<file path="config.mk">
export PLATFORM = sky130hd
export DESIGN_NAME = look_elevator_scheduler_core_flat
export DESIGN_NICKNAME = d
export VERILOG_FILES = /design/src/sv/les_pkg.sv /design/src/sv/les_item_if.sv /design/src/sv/les_result_if.sv /design/src/sv/les_cell.sv /design/src/sv/les_ctrl.sv /design/src/sv/look_elevator_scheduler_core.sv /design/src/flat_wrapper.sv
export SDC_FILE = /design/constraint.sdc
export NUM_CORES = 1
export LEC_CHECK = 0
export BUFFER_PORTS_ARGS = -buffer_cell sky130_fd_sc_hd__buf_4
export CAP_MARGIN = 5
export CORE_AREA = 5 5 242 244
export CTS_BUF_LIST = sky130_fd_sc_hd__clkbuf_8
export DETAILED_ROUTE_END_ITERATION = 12
export DIE_AREA = 0 0 247 249
export PLACE_DENSITY = 0.76
export SYNTH_ARGS = -nofsm -noshare
export SYNTH_HDL_FRONTEND = slang
export SYNTH_SLANG_ARGS = --single-unit
</file>
<file path="constraint.sdc">
create_clock -name clk -period 5.2 [get_ports clk]
set_input_delay 0.52 -clock clk [delete_from_list [all_inputs] [get_ports clk]]
set_output_delay 0.52 -clock clk [all_outputs]
set_load 0.03 [all_outputs]
</file>
<file path="src/sv/les_pkg.sv">
// ----------------------------------------------------------------------------
// LOOK elevator scheduler package
// Shared sizes, codes and the structs passed along the floor cell chain.
// ----------------------------------------------------------------------------
package les_pkg;

    // Number of floors served by the car
    localparam int NUM_FLOORS = 32;
    // Width of a floor number inside the block
    localparam int FLOOR_W = (NUM_FLOORS > 1) ? $clog2(NUM_FLOORS) : 1;
    // Width of the floor fields on the channels
    localparam int CALL_W = 5;
    // Counter of set call bits over all three maps
    localparam int CNT_W = $clog2(3 * NUM_FLOORS + 1);

    typedef logic [FLOOR_W-1:0] floor_t;
    typedef logic [CNT_W-1:0]   count_t;

    typedef enum logic [1:0] {
        FN_UP_CALL    = 2'd0,
        FN_DOWN_CALL  = 2'd1,
        FN_CABIN_CALL = 2'd2,
        FN_SERVE      = 2'd3
    } func_t;

    typedef enum logic [1:0] {
        DIR_UP   = 2'd0,
        DIR_DOWN = 2'd1,
        DIR_IDLE = 2'd2
    } dir_t;

    typedef enum logic [1:0] {
        ST_IDLE,
        ST_SCAN,
        ST_WRITE
    } ctl_state_t;

    // Bit positions of the per-floor call bits
    localparam int BIT_UP    = 0;
    localparam int BIT_DOWN  = 1;
    localparam int BIT_CABIN = 2;

    // Command broadcast from the controller to every floor cell
    typedef struct packed {
        logic   set_en;
        func_t  set_kind;
        logic   clr_en;
        floor_t floor;
    } cell_cmd_t;

    // Search record that travels up the cell chain, one floor per cycle
    typedef struct packed {
        logic   wave;
        logic   up_found;
        floor_t up_lo;
        logic   dn_found;
        floor_t dn_hi;
        logic   cab_found;
        floor_t cab_lo;
        logic   su_found;
        floor_t su_floor;
        logic   sd_found;
        floor_t sd_floor;
    } sweep_t;

endpackage

</file>
<file path="src/sv/les_item_if.sv">
// ----------------------------------------------------------------------------
// LOOK elevator scheduler input channel
// Valid/ready channel that carries one call or serve transaction.
// ----------------------------------------------------------------------------
interface les_item_if;

    logic                       valid;
    logic                       ready;
    logic [1:0]                 func;
    logic [les_pkg::CALL_W-1:0] call_floor;

    modport source (output valid, output func, output call_floor, input ready);
    modport sink   (input valid, input func, input call_floor, output ready);

endinterface

</file>
<file path="src/sv/les_result_if.sv">
// ----------------------------------------------------------------------------
// LOOK elevator scheduler result channel
// Valid/ready channel that carries one result transaction per input.
// ----------------------------------------------------------------------------
interface les_result_if;

    logic                       valid;
    logic                       ready;
    logic [les_pkg::CALL_W-1:0] stop_floor;
    logic                       stop_valid;
    logic [1:0]                 new_direction;
    logic                       calls_pending;

    modport source (
        output valid, output stop_floor, output stop_valid,
        output new_direction, output calls_pending, input ready
    );
    modport sink (
        input valid, input stop_floor, input stop_valid,
        input new_direction, input calls_pending, output ready
    );

endinterface

</file>
<file path="src/sv/les_cell.sv">
// ----------------------------------------------------------------------------
// LOOK elevator floor cell
// Holds the up, down and cabin call bits of one floor and folds this floor
// into the search record that passes through on its way up the chain.
// ----------------------------------------------------------------------------
module les_cell
(
    input  logic               clk,
    input  logic               rst_n,
    input  les_pkg::floor_t    idx,
    input  les_pkg::cell_cmd_t cmd,
    input  les_pkg::floor_t    cur_floor,
    input  les_pkg::sweep_t    rec_in,
    output les_pkg::sweep_t    rec_out,
    output logic [2:0]         bits
);

    logic            up_reg;
    logic            up_next;
    logic            dn_reg;
    logic            dn_next;
    logic            cab_reg;
    logic            cab_next;
    logic            wave_reg;
    les_pkg::sweep_t rec_reg;
    les_pkg::sweep_t rec_next;
    logic            hit;

    assign hit = (cmd.floor == idx);

    // Set or clear this floor's call bits
    always_comb
    begin
        up_next  = up_reg;
        dn_next  = dn_reg;
        cab_next = cab_reg;
        if (cmd.set_en && hit)
        begin
            case (cmd.set_kind)
                les_pkg::FN_UP_CALL:    up_next  = 1'b1;
                les_pkg::FN_DOWN_CALL:  dn_next  = 1'b1;
                les_pkg::FN_CABIN_CALL: cab_next = 1'b1;
                default:                ;
            endcase
        end
        if (cmd.clr_en && hit)
        begin
            up_next  = 1'b0;
            dn_next  = 1'b0;
            cab_next = 1'b0;
        end
    end

    // Fold this floor into the passing search record
    always_comb
    begin
        rec_next = rec_in;
        if (!rec_in.up_found && up_reg)
        begin
            rec_next.up_found = 1'b1;
            rec_next.up_lo    = idx;
        end
        if (dn_reg)
        begin
            rec_next.dn_found = 1'b1;
            rec_next.dn_hi    = idx;
        end
        if (!rec_in.cab_found && cab_reg)
        begin
            rec_next.cab_found = 1'b1;
            rec_next.cab_lo    = idx;
        end
        if (!rec_in.su_found && (up_reg || cab_reg) && (idx >= cur_floor))
        begin
            rec_next.su_found = 1'b1;
            rec_next.su_floor = idx;
        end
        if ((dn_reg || cab_reg) && (idx < cur_floor))
        begin
            rec_next.sd_found = 1'b1;
            rec_next.sd_floor = idx;
        end
    end

    // Call bits and wave marker
    always_ff @(posedge clk or negedge rst_n)
    begin
        if (!rst_n)
        begin
            up_reg   <= 1'b0;
            dn_reg   <= 1'b0;
            cab_reg  <= 1'b0;
            wave_reg <= 1'b0;
        end
        else
        begin
            up_reg   <= up_next;
            dn_reg   <= dn_next;
            cab_reg  <= cab_next;
            wave_reg <= rec_in.wave;
        end
    end

    // Search record payload
    always_ff @(posedge clk)
    begin
        rec_reg <= rec_next;
    end

    always_comb
    begin
        rec_out      = rec_reg;
        rec_out.wave = wave_reg;
    end

    assign bits = {cab_reg, dn_reg, up_reg};

endmodule

</file>
<file path="src/sv/les_ctrl.sv">
// ----------------------------------------------------------------------------
// LOOK elevator scheduler controller
// Takes transactions, drives the cell chain, applies the LOOK rule to the
// search record at the chain's end and holds the result register.
// ----------------------------------------------------------------------------
module les_ctrl
(
    input  logic               clk,
    input  logic               rst_n,
    les_item_if.sink           item,
    les_result_if.source       result,
    output les_pkg::cell_cmd_t cmd,
    output les_pkg::sweep_t    inject,
    output les_pkg::floor_t    cur_floor,
    input  les_pkg::sweep_t    last,
    input  logic [2:0]         cell_bits [les_pkg::NUM_FLOORS]
);

    les_pkg::ctl_state_t          state_reg;
    les_pkg::ctl_state_t          state_next;
    les_pkg::floor_t              cur_reg;
    les_pkg::floor_t              cur_next;
    les_pkg::dir_t                dir_reg;
    les_pkg::dir_t                dir_next;
    les_pkg::count_t              cnt_reg;
    les_pkg::count_t              cnt_next;
    les_pkg::floor_t              pend_stop_reg;
    les_pkg::floor_t              pend_stop_next;
    logic                         pend_valid_reg;
    logic                         pend_valid_next;
    les_pkg::dir_t                pend_dir_reg;
    les_pkg::dir_t                pend_dir_next;
    logic                         out_vld_reg;
    logic                         out_vld_next;
    logic [les_pkg::CALL_W-1:0]   stop_reg;
    logic [les_pkg::CALL_W-1:0]   stop_next;
    logic                         sval_reg;
    logic                         sval_next;
    les_pkg::dir_t                odir_reg;
    les_pkg::dir_t                odir_next;
    logic                         pend_calls_reg;
    logic                         pend_calls_next;

    les_pkg::func_t  func;
    les_pkg::floor_t call_idx;
    logic            call_ok;
    logic            already;
    logic            item_fire;
    logic            out_free;
    logic [2:0]      call_bits;
    logic [2:0]      stop_bits;
    les_pkg::count_t pop;
    les_pkg::count_t cnt_after;
    les_pkg::dir_t   dec_dir;
    logic            dec_found;
    les_pkg::floor_t dec_stop;

    assign func      = les_pkg::func_t'(item.func);
    assign call_idx  = les_pkg::floor_t'(item.call_floor);
    assign call_ok   = (32'(item.call_floor) < 32'(les_pkg::NUM_FLOORS));
    assign out_free  = !out_vld_reg || result.ready;
    assign item.ready = (state_reg == les_pkg::ST_IDLE) && out_free;
    assign item_fire = item.valid && item.ready;
    assign cur_floor = cur_reg;

    // Look up the bit that a call would set
    assign call_bits = cell_bits[call_idx];
    always_comb
    begin
        case (func)
            les_pkg::FN_UP_CALL:    already = call_bits[les_pkg::BIT_UP];
            les_pkg::FN_DOWN_CALL:  already = call_bits[les_pkg::BIT_DOWN];
            les_pkg::FN_CABIN_CALL: already = call_bits[les_pkg::BIT_CABIN];
            default:                already = 1'b1;
        endcase
    end

    // Count the bits cleared at the chosen stop
    assign stop_bits = cell_bits[pend_stop_reg];
    assign pop = les_pkg::count_t'(stop_bits[les_pkg::BIT_UP])
               + les_pkg::count_t'(stop_bits[les_pkg::BIT_DOWN])
               + les_pkg::count_t'(stop_bits[les_pkg::BIT_CABIN]);
    assign cnt_after = pend_valid_reg ? (cnt_reg - pop) : cnt_reg;

    // Apply the LOOK rule to the finished search record
    always_comb
    begin
        dec_dir   = dir_reg;
        dec_found = 1'b0;
        dec_stop  = last.su_floor;
        if (dir_reg != les_pkg::DIR_UP && dir_reg != les_pkg::DIR_DOWN)
        begin
            if (last.up_found)
                dec_dir = les_pkg::DIR_UP;
            else if (last.dn_found)
                dec_dir = les_pkg::DIR_DOWN;
            else if (last.cab_lo > cur_reg)
                dec_dir = les_pkg::DIR_UP;
            else
                dec_dir = les_pkg::DIR_DOWN;
        end
        if (dec_dir == les_pkg::DIR_UP)
        begin
            if (last.su_found)
            begin
                dec_found = 1'b1;
                dec_stop  = last.su_floor;
            end
            else if (last.sd_found)
            begin
                dec_found = 1'b1;
                dec_stop  = last.sd_floor;
                dec_dir   = les_pkg::DIR_DOWN;
            end
        end
        else
        begin
            if (last.sd_found)
            begin
                dec_found = 1'b1;
                dec_stop  = last.sd_floor;
            end
            else if (last.su_found)
            begin
                dec_found = 1'b1;
                dec_stop  = last.su_floor;
                dec_dir   = les_pkg::DIR_UP;
            end
        end
        // Neither sweep found a stop: fall back to the hall calls
        if (!dec_found)
        begin
            if (last.up_found)
            begin
                dec_found = 1'b1;
                dec_stop  = last.up_lo;
                dec_dir   = les_pkg::DIR_UP;
            end
            else
            begin
                dec_found = last.dn_found;
                dec_stop  = last.dn_hi;
                dec_dir   = les_pkg::DIR_DOWN;
            end
        end
    end

    // Launch a search wave for a serve transaction with calls pending
    always_comb
    begin
        inject      = '0;
        inject.wave = item_fire && (func == les_pkg::FN_SERVE) && (cnt_reg != '0);
    end

    // Next state, cell commands and result register
    always_comb
    begin
        state_next      = state_reg;
        cur_next        = cur_reg;
        dir_next        = dir_reg;
        cnt_next        = cnt_reg;
        pend_stop_next  = pend_stop_reg;
        pend_valid_next = pend_valid_reg;
        pend_dir_next   = pend_dir_reg;
        out_vld_next    = out_vld_reg && !result.ready;
        stop_next       = stop_reg;
        sval_next       = sval_reg;
        odir_next       = odir_reg;
        pend_calls_next = pend_calls_reg;

        cmd.set_en   = 1'b0;
        cmd.set_kind = func;
        cmd.clr_en   = 1'b0;
        cmd.floor    = call_idx;

        case (state_reg)
            les_pkg::ST_IDLE:
            begin
                if (item_fire)
                begin
                    if (func != les_pkg::FN_SERVE)
                    begin
                        cmd.set_en = call_ok;
                        if (call_ok && !already)
                            cnt_next = cnt_reg + les_pkg::count_t'(1);
                        out_vld_next    = 1'b1;
                        stop_next       = les_pkg::CALL_W'(cur_reg);
                        sval_next       = 1'b0;
                        odir_next       = dir_reg;
                        pend_calls_next = (cnt_next != '0);
                    end
                    else if (cnt_reg == '0)
                    begin
                        dir_next        = les_pkg::DIR_IDLE;
                        out_vld_next    = 1'b1;
                        stop_next       = les_pkg::CALL_W'(cur_reg);
                        sval_next       = 1'b0;
                        odir_next       = les_pkg::DIR_IDLE;
                        pend_calls_next = 1'b0;
                    end
                    else
                    begin
                        state_next = les_pkg::ST_SCAN;
                    end
                end
            end
            les_pkg::ST_SCAN:
            begin
                // Hold the decision once the wave leaves the top floor
                if (last.wave)
                begin
                    pend_stop_next  = dec_stop;
                    pend_valid_next = dec_found;
                    pend_dir_next   = dec_dir;
                    state_next      = les_pkg::ST_WRITE;
                end
            end
            les_pkg::ST_WRITE:
            begin
                cmd.floor = pend_stop_reg;
                if (out_free)
                begin
                    cmd.clr_en = pend_valid_reg;
                    cnt_next   = cnt_after;
                    if (pend_valid_reg)
                        cur_next = pend_stop_reg;
                    dir_next = (cnt_after != '0) ? pend_dir_reg : les_pkg::DIR_IDLE;
                    out_vld_next    = 1'b1;
                    stop_next       = les_pkg::CALL_W'(cur_next);
                    sval_next       = pend_valid_reg;
                    odir_next       = dir_next;
                    pend_calls_next = (cnt_after != '0);
                    state_next      = les_pkg::ST_IDLE;
                end
            end
            default:
            begin
                state_next = les_pkg::ST_IDLE;
            end
        endcase
    end

    // Control state
    always_ff @(posedge clk or negedge rst_n)
    begin
        if (!rst_n)
        begin
            state_reg   <= les_pkg::ST_IDLE;
            cur_reg     <= '0;
            dir_reg     <= les_pkg::DIR_IDLE;
            cnt_reg     <= '0;
            out_vld_reg <= 1'b0;
        end
        else
        begin
            state_reg   <= state_next;
            cur_reg     <= cur_next;
            dir_reg     <= dir_next;
            cnt_reg     <= cnt_next;
            out_vld_reg <= out_vld_next;
        end
    end

    // Decision and result payload
    always_ff @(posedge clk)
    begin
        pend_stop_reg  <= pend_stop_next;
        pend_valid_reg <= pend_valid_next;
        pend_dir_reg   <= pend_dir_next;
        stop_reg       <= stop_next;
        sval_reg       <= sval_next;
        odir_reg       <= odir_next;
        pend_calls_reg <= pend_calls_next;
    end

    assign result.valid         = out_vld_reg;
    assign result.stop_floor    = stop_reg;
    assign result.stop_valid    = sval_reg;
    assign result.new_direction = 2'(odir_reg);
    assign result.calls_pending = pend_calls_reg;

endmodule

</file>
<file path="src/sv/look_elevator_scheduler_core.sv">
// ----------------------------------------------------------------------------
// LOOK elevator scheduler core
// One car: per-floor call bits in a chain of floor cells, and a controller
// that picks the next stop by the LOOK rule.
// ----------------------------------------------------------------------------
//  channel  | dir | payload                                          | handshake
//  ---------+-----+--------------------------------------------------+----------
//  item     | in  | func, call_floor                                 | valid/ready
//  result   | out | stop_floor, stop_valid, new_direction,           | valid/ready
//           |     | calls_pending                                    |
//
// Call items and serve items with no call pending have their result registered
// on acceptance. A serve item with calls pending sends a search wave through
// the floor cells, one floor per cycle; ST_SCAN and ST_WRITE then register
// its result, and the next item is taken once that result is registered.
// Reset clears every call bit, puts the car at floor 0 and makes it idle.
// A stalled result holds in the output register; input waits until it leaves.
// ----------------------------------------------------------------------------
module look_elevator_scheduler_core
(
    input  logic         clk,
    input  logic         rst_n,
    les_item_if.sink     item,
    les_result_if.source result
);

    les_pkg::cell_cmd_t cmd;
    les_pkg::sweep_t    inject;
    les_pkg::floor_t    cur_floor;
    les_pkg::sweep_t    chain_in  [les_pkg::NUM_FLOORS];
    les_pkg::sweep_t    chain_out [les_pkg::NUM_FLOORS];
    logic [2:0]         cell_bits [les_pkg::NUM_FLOORS];

    les_ctrl u_ctrl
    (
        .clk       (clk),
        .rst_n     (rst_n),
        .item      (item),
        .result    (result),
        .cmd       (cmd),
        .inject    (inject),
        .cur_floor (cur_floor),
        .last      (chain_out[les_pkg::NUM_FLOORS-1]),
        .cell_bits (cell_bits)
    );

    // Chain the floor cells, lowest floor first
    for (genvar i = 0; i < les_pkg::NUM_FLOORS; i++)
    begin : g_cell
        if (i == 0)
        begin : g_head
            assign chain_in[i] = inject;
        end
        else
        begin : g_link
            assign chain_in[i] = chain_out[i-1];
        end

        les_cell u_cell
        (
            .clk       (clk),
            .rst_n     (rst_n),
            .idx       (les_pkg::floor_t'(i)),
            .cmd       (cmd),
            .cur_floor (cur_floor),
            .rec_in    (chain_in[i]),
            .rec_out   (chain_out[i]),
            .bits      (cell_bits[i])
        );
    end

endmodule

</file>
<file path="src/flat_wrapper.sv">
// flat-port wrapper written by rule: the top's interface ports become plain ports
module look_elevator_scheduler_core_flat 
  (clk, rst_n, item_valid, item_func, item_call_floor, item_ready, result_valid, result_stop_floor, result_stop_valid, result_new_direction, result_calls_pending, result_ready);
  les_item_if item_i ();
  les_result_if result_i ();
  input  logic clk;
  input  logic rst_n;
  input wire logic [$bits(item_i.valid)-1:0] item_valid;
  input wire logic [$bits(item_i.func)-1:0] item_func;
  input wire logic [$bits(item_i.call_floor)-1:0] item_call_floor;
  output wire logic [$bits(item_i.ready)-1:0] item_ready;
  output wire logic [$bits(result_i.valid)-1:0] result_valid;
  output wire logic [$bits(result_i.stop_floor)-1:0] result_stop_floor;
  output wire logic [$bits(result_i.stop_valid)-1:0] result_stop_valid;
  output wire logic [$bits(result_i.new_direction)-1:0] result_new_direction;
  output wire logic [$bits(result_i.calls_pending)-1:0] result_calls_pending;
  input wire logic [$bits(result_i.ready)-1:0] result_ready;
  assign item_i.valid = item_valid;
  assign item_i.func = item_func;
  assign item_i.call_floor = item_call_floor;
  assign item_ready = item_i.ready;
  assign result_valid = result_i.valid;
  assign result_stop_floor = result_i.stop_floor;
  assign result_stop_valid = result_i.stop_valid;
  assign result_new_direction = result_i.new_direction;
  assign result_calls_pending = result_i.calls_pending;
  assign result_i.ready = result_ready;
  look_elevator_scheduler_core u_core (.clk(clk), .rst_n(rst_n), .item(item_i), .result(result_i));
endmodule
</file>
==> reports/qor.yml <==
final_net_count: 2658
reg2reg_depth: 14
cts_tree: "done"
period_share: 0.9413
ant_nets: 0
p_leak_nw: 16.02
drt_iter0_markers: 1514
cts_resized: 0
maxCapViolCount: 0
fill_cells: 4259
dr.pass1.iters: 6
grt_max_degree: 95
layout-drive-gt1-share: 0.2243
crit_top_cell: "fa_1"
worst_slew_pin_slew_ns: 1.309
dieArea_mm2: 0.06150
largest_reg_flops: 804
clk_transition_reported_paths_ns: 0.07
die-width_um: 247
ctsLongestPathBuffers: 3
cp.arrival_ns: 5.58
required_ns: 5.89
start_util: 0.5427
antenna_found_initial: 2
ys_seq_area_frac: 0.6651
viasPerCell: 5.128
vias: 17960
ys.flop_type: "dfxtp_1"
holdCritPathClass: "input port to flop"
synth_area_per_cell_um2: 12.08
reg2reg_from: "u_core.u_ctrl.pend_stop_reg[0]$_DFFE_PP_"
cts-root-buf: "clkbuf_8"
num_rows: 87
synth_edf_count: 17
grt_use_total: 0.2112
cts-buffers-inserted: 143
path_delay_family: "multiplexers"
stdcell_area_mm2: 0.03435
clock-sinks: 966
critPathLaunch: "u_core.u_ctrl.pend_stop_reg[0]$_DFFE_PP_"
syn-num-nets: 2542
cellPowerDensity_mw_per_mm2: 576.4
start_kind: "flop"
wl_per_cell_um: 18.32
fp.dieH_um: 249
rsz0062_at_grt: "false"
globalplace.congestion: 0.8772
min_period_ns: 4.895
ys_warn_count: 0
setup.worst_path.end: "u_core.u_ctrl.dir_reg[1]$_DFFE_PN1P_"
io-pin-count: 22
hold_viol: 0
ir_drop_uv: 299.9
path_class: "flop to flop"
setup_tns_ns: 0
synthArstFlopShare: 0.1501
remaining_drc_errors: 0
grt_pass1_wl_um: 100900
max-slew-margin-rel: 0.1244
skew_ns: 0.03848
regToRegEndpoint: "u_core.u_ctrl.dir_reg[1]$_DFFE_PN1P_"
cpPeakStageDelay_ns: 0.55
yosys_register_bits: 966
synth_cell_types: 71
grt_pass1_vias: 18340
run_status: "finished, final reports clean"
postSynthCellCount: 2519
slew_viol_final: 0
dpl_cell_area_mm2: 0.03140
overflow: 0
port_buffers: 21
rrSetupSlack_ns: 0.31
crit_chain: "buf_4 > mux4_2 > mux4_2 > mux2_2 > ha_1 > inv_1 > fa_1 > fa_1 > inv_1 > fa_1 > a32o_1 > a41oi_1 > nand2b_1 > mux2_2"
syn_area_mm2: 0.03042
fmax_mhz: 204.3
htree_levels: 4
clock_latency_ns: 0.79
critPathMaxFanout: 11
core_area_mm2: 0.05606
crit_cells: 14
setup_viol_count_final: 0
critical_path_buf_inv_count: 3
dpl.hpwl_um: 44520
area_growth_pct: 12.90
cp-end-kind: "flop"
slowest_stage: "mux4_2"
routed_wirelength_um: 64180
==> where the power goes <==
| group | switching [mW] | internal [mW] |
|---|---|---|
| logic | 1.35 | 1.71 |
| clock network | 2.74 | 3.31 |
| registers | 0.826 | 9.86 |
==> worst reg2reg max path, delay by kind of cell, from the launching register on <==
kind                     cells  cell delay (ns)
flip-flops                   1             0.40
AND/OR/NAND/NOR              1             0.13
buffers and inverters        3             0.41
adder cells (fa/ha/maj)      4             1.57
multiplexers                 4             1.66
AO/OA/AOI/OAI                2             0.64
==> routing by layer <==
| layer | share of wire | wire [um] | global-route usage |
|---|---|---|---|
| met5 | 0 | 0 | 0 |
| met4 | 0.038 | 2446 | 0.09963 |
| met3 | 0.072 | 4592 | 0.04764 |
| met2 | 0.49 | 31510 | 0.3488 |
| met1 | 0.40 | 25630 | 0.2639 |
==> area by class of cell <==
type                    count  area (um^2)  share of cell area
clock inverters            80        501.7             0.01461
inverters                  28        105.1            0.003060
clock buffers             176         2422             0.07053
repair buffers             37        314.1            0.009144
flip-flops and latches    966        20240              0.5892
well taps                 756        945.9             0.02754
diodes                      1        2.502          0.00007286
multi-input cells        1459         9819              0.2859
==> cells by family after synthesis <==
kind of cell | Yosys count | synth area share
buffers and inverters | 94 | 0.01316
xor gates and xnor gates | 8 | 0.002550
and+or+nand+nor | 1037 | 0.2021
muxes | 81 | 0.04972
AOI/OAI and AO/OA | 320 | 0.06149
DFF | 966 | 0.6651
adders and majority gates | 12 | 0.005676
other | 1 | 0.0001233
==> synth_stat cells (all sizes together), types with 2 or more instances <==
library cell	instances	area, um^2
xor2	4	35.03
mux2i	18	180.2
a211oi	7	65.06
a211o	4	35.03
buf	14	98.85
and2	110	688.2
nand2b	270	1689
a21oi	217	1086
o22a	5	43.79
clkinv	3	11.26
or3	2	12.51
mux2	13	146.4
clkbuf	52	196.4
dfrtp	144	3603
a41oi	2	17.52
o21a	15	112.6
edfxtp	17	510.5
a2111oi	3	33.78
inv	25	93.84
o21bai	2	15.01
nor4	5	31.28
o21ai	27	135.1
mux4	50	1186
o211a	5	50.05
nor2b	146	913.4
a221oi	3	26.28
o211ai	6	45.04
ha	9	112.6
nand4	2	12.51
a32o	2	20.02
nand2	27	101.4
a31oi	12	90.09
or2	321	2008
nor2	103	386.6
xnor2	4	42.55
dfxtp	804	16100
nor3	24	120.1
a21boi	2	18.77
fa	3	60.06
and3	11	75.07
nand3	5	25.02
nor3b	7	52.55
==> how the worst min path moves through the flow <==
stage | from | end | slack, ns | depth (start not counted)
2_1_floorplan | rst_n | u_core.g_cell[0].u_cell.cab_reg$_DFFE_PN0P_ | 0.22 | 0
3_3_place_gp | u_core.g_cell[30].u_cell.rec_out[4]$_SDFF_PP1_ | u_core.g_cell[31].u_cell.rec_out[4]$_DFF_P_ | 0.31 | 0
3_5_place_dp | u_core.g_cell[30].u_cell.rec_out[5]$_SDFF_PP1_ | u_core.g_cell[31].u_cell.rec_out[5]$_DFF_P_ | 0.31 | 0
4_1_cts | item_valid | u_core.u_ctrl.result.valid$_DFF_PN0_ | 0.08 | 3
5_1_grt | item_valid | u_core.u_ctrl.result.valid$_DFF_PN0_ | 0.18 | 3
6_report | item_valid | u_core.u_ctrl.result.valid$_DFF_PN0_ | 0.14 | 3
==> cells in the final DEF, fill, tap and decap left out, drive strengths merged, types with 5 or more instances in the layout <==
master,instances
a21oi,217
dfrtp,144
inv,89
clkinv,11
o22a,5
mux2i,18
o21a,15
a31oi,12
or2,321
nor2,103
ha,9
o211ai,6
and2,110
nand2,27
buf,35
dfxtp,804
o21ai,27
nand3,5
nor3,24
clkbuf,176
o211a,5
mux4,50
mux2,13
bufinv,5
and3,11
nor4,5
nand2b,270
nor3b,7
edfxtp,17
a211oi,7
nor2b,146
==> timing repair <==
| item | CTS | global route |
|---|---|---|
| setup endpoints to repair | 0 | 0 |
| hold endpoints to repair | 92 | 0 |
| setup buffers | 0 | 0 |
| hold buffers | 1 | 0 |
==> metrics by stage <==
stage / hold slack, ns / setup slack [ns] / power, mW / utilization / cells
after global placement: 0.3100 / 0.3676 / 13.73 / 0.5601 / 3244
after CTS: 0.08424 / 0.2998 / 19.97 / 0.6124 / 3501
after detailed placement: 0.3135 / 0.3182 / 13.86 / 0.5601 / 3244
final: 0.1411 / 0.3052 / 19.80 / 0.6127 / 3503
after global routing: 0.1790 / 0.1124 / 20.85 / 0.6127 / 3503
after floorplan: 0.2244 / 0.4519 / 12.80 / - / 2519
Note: power is estimated with default switching activity, not from simulation.
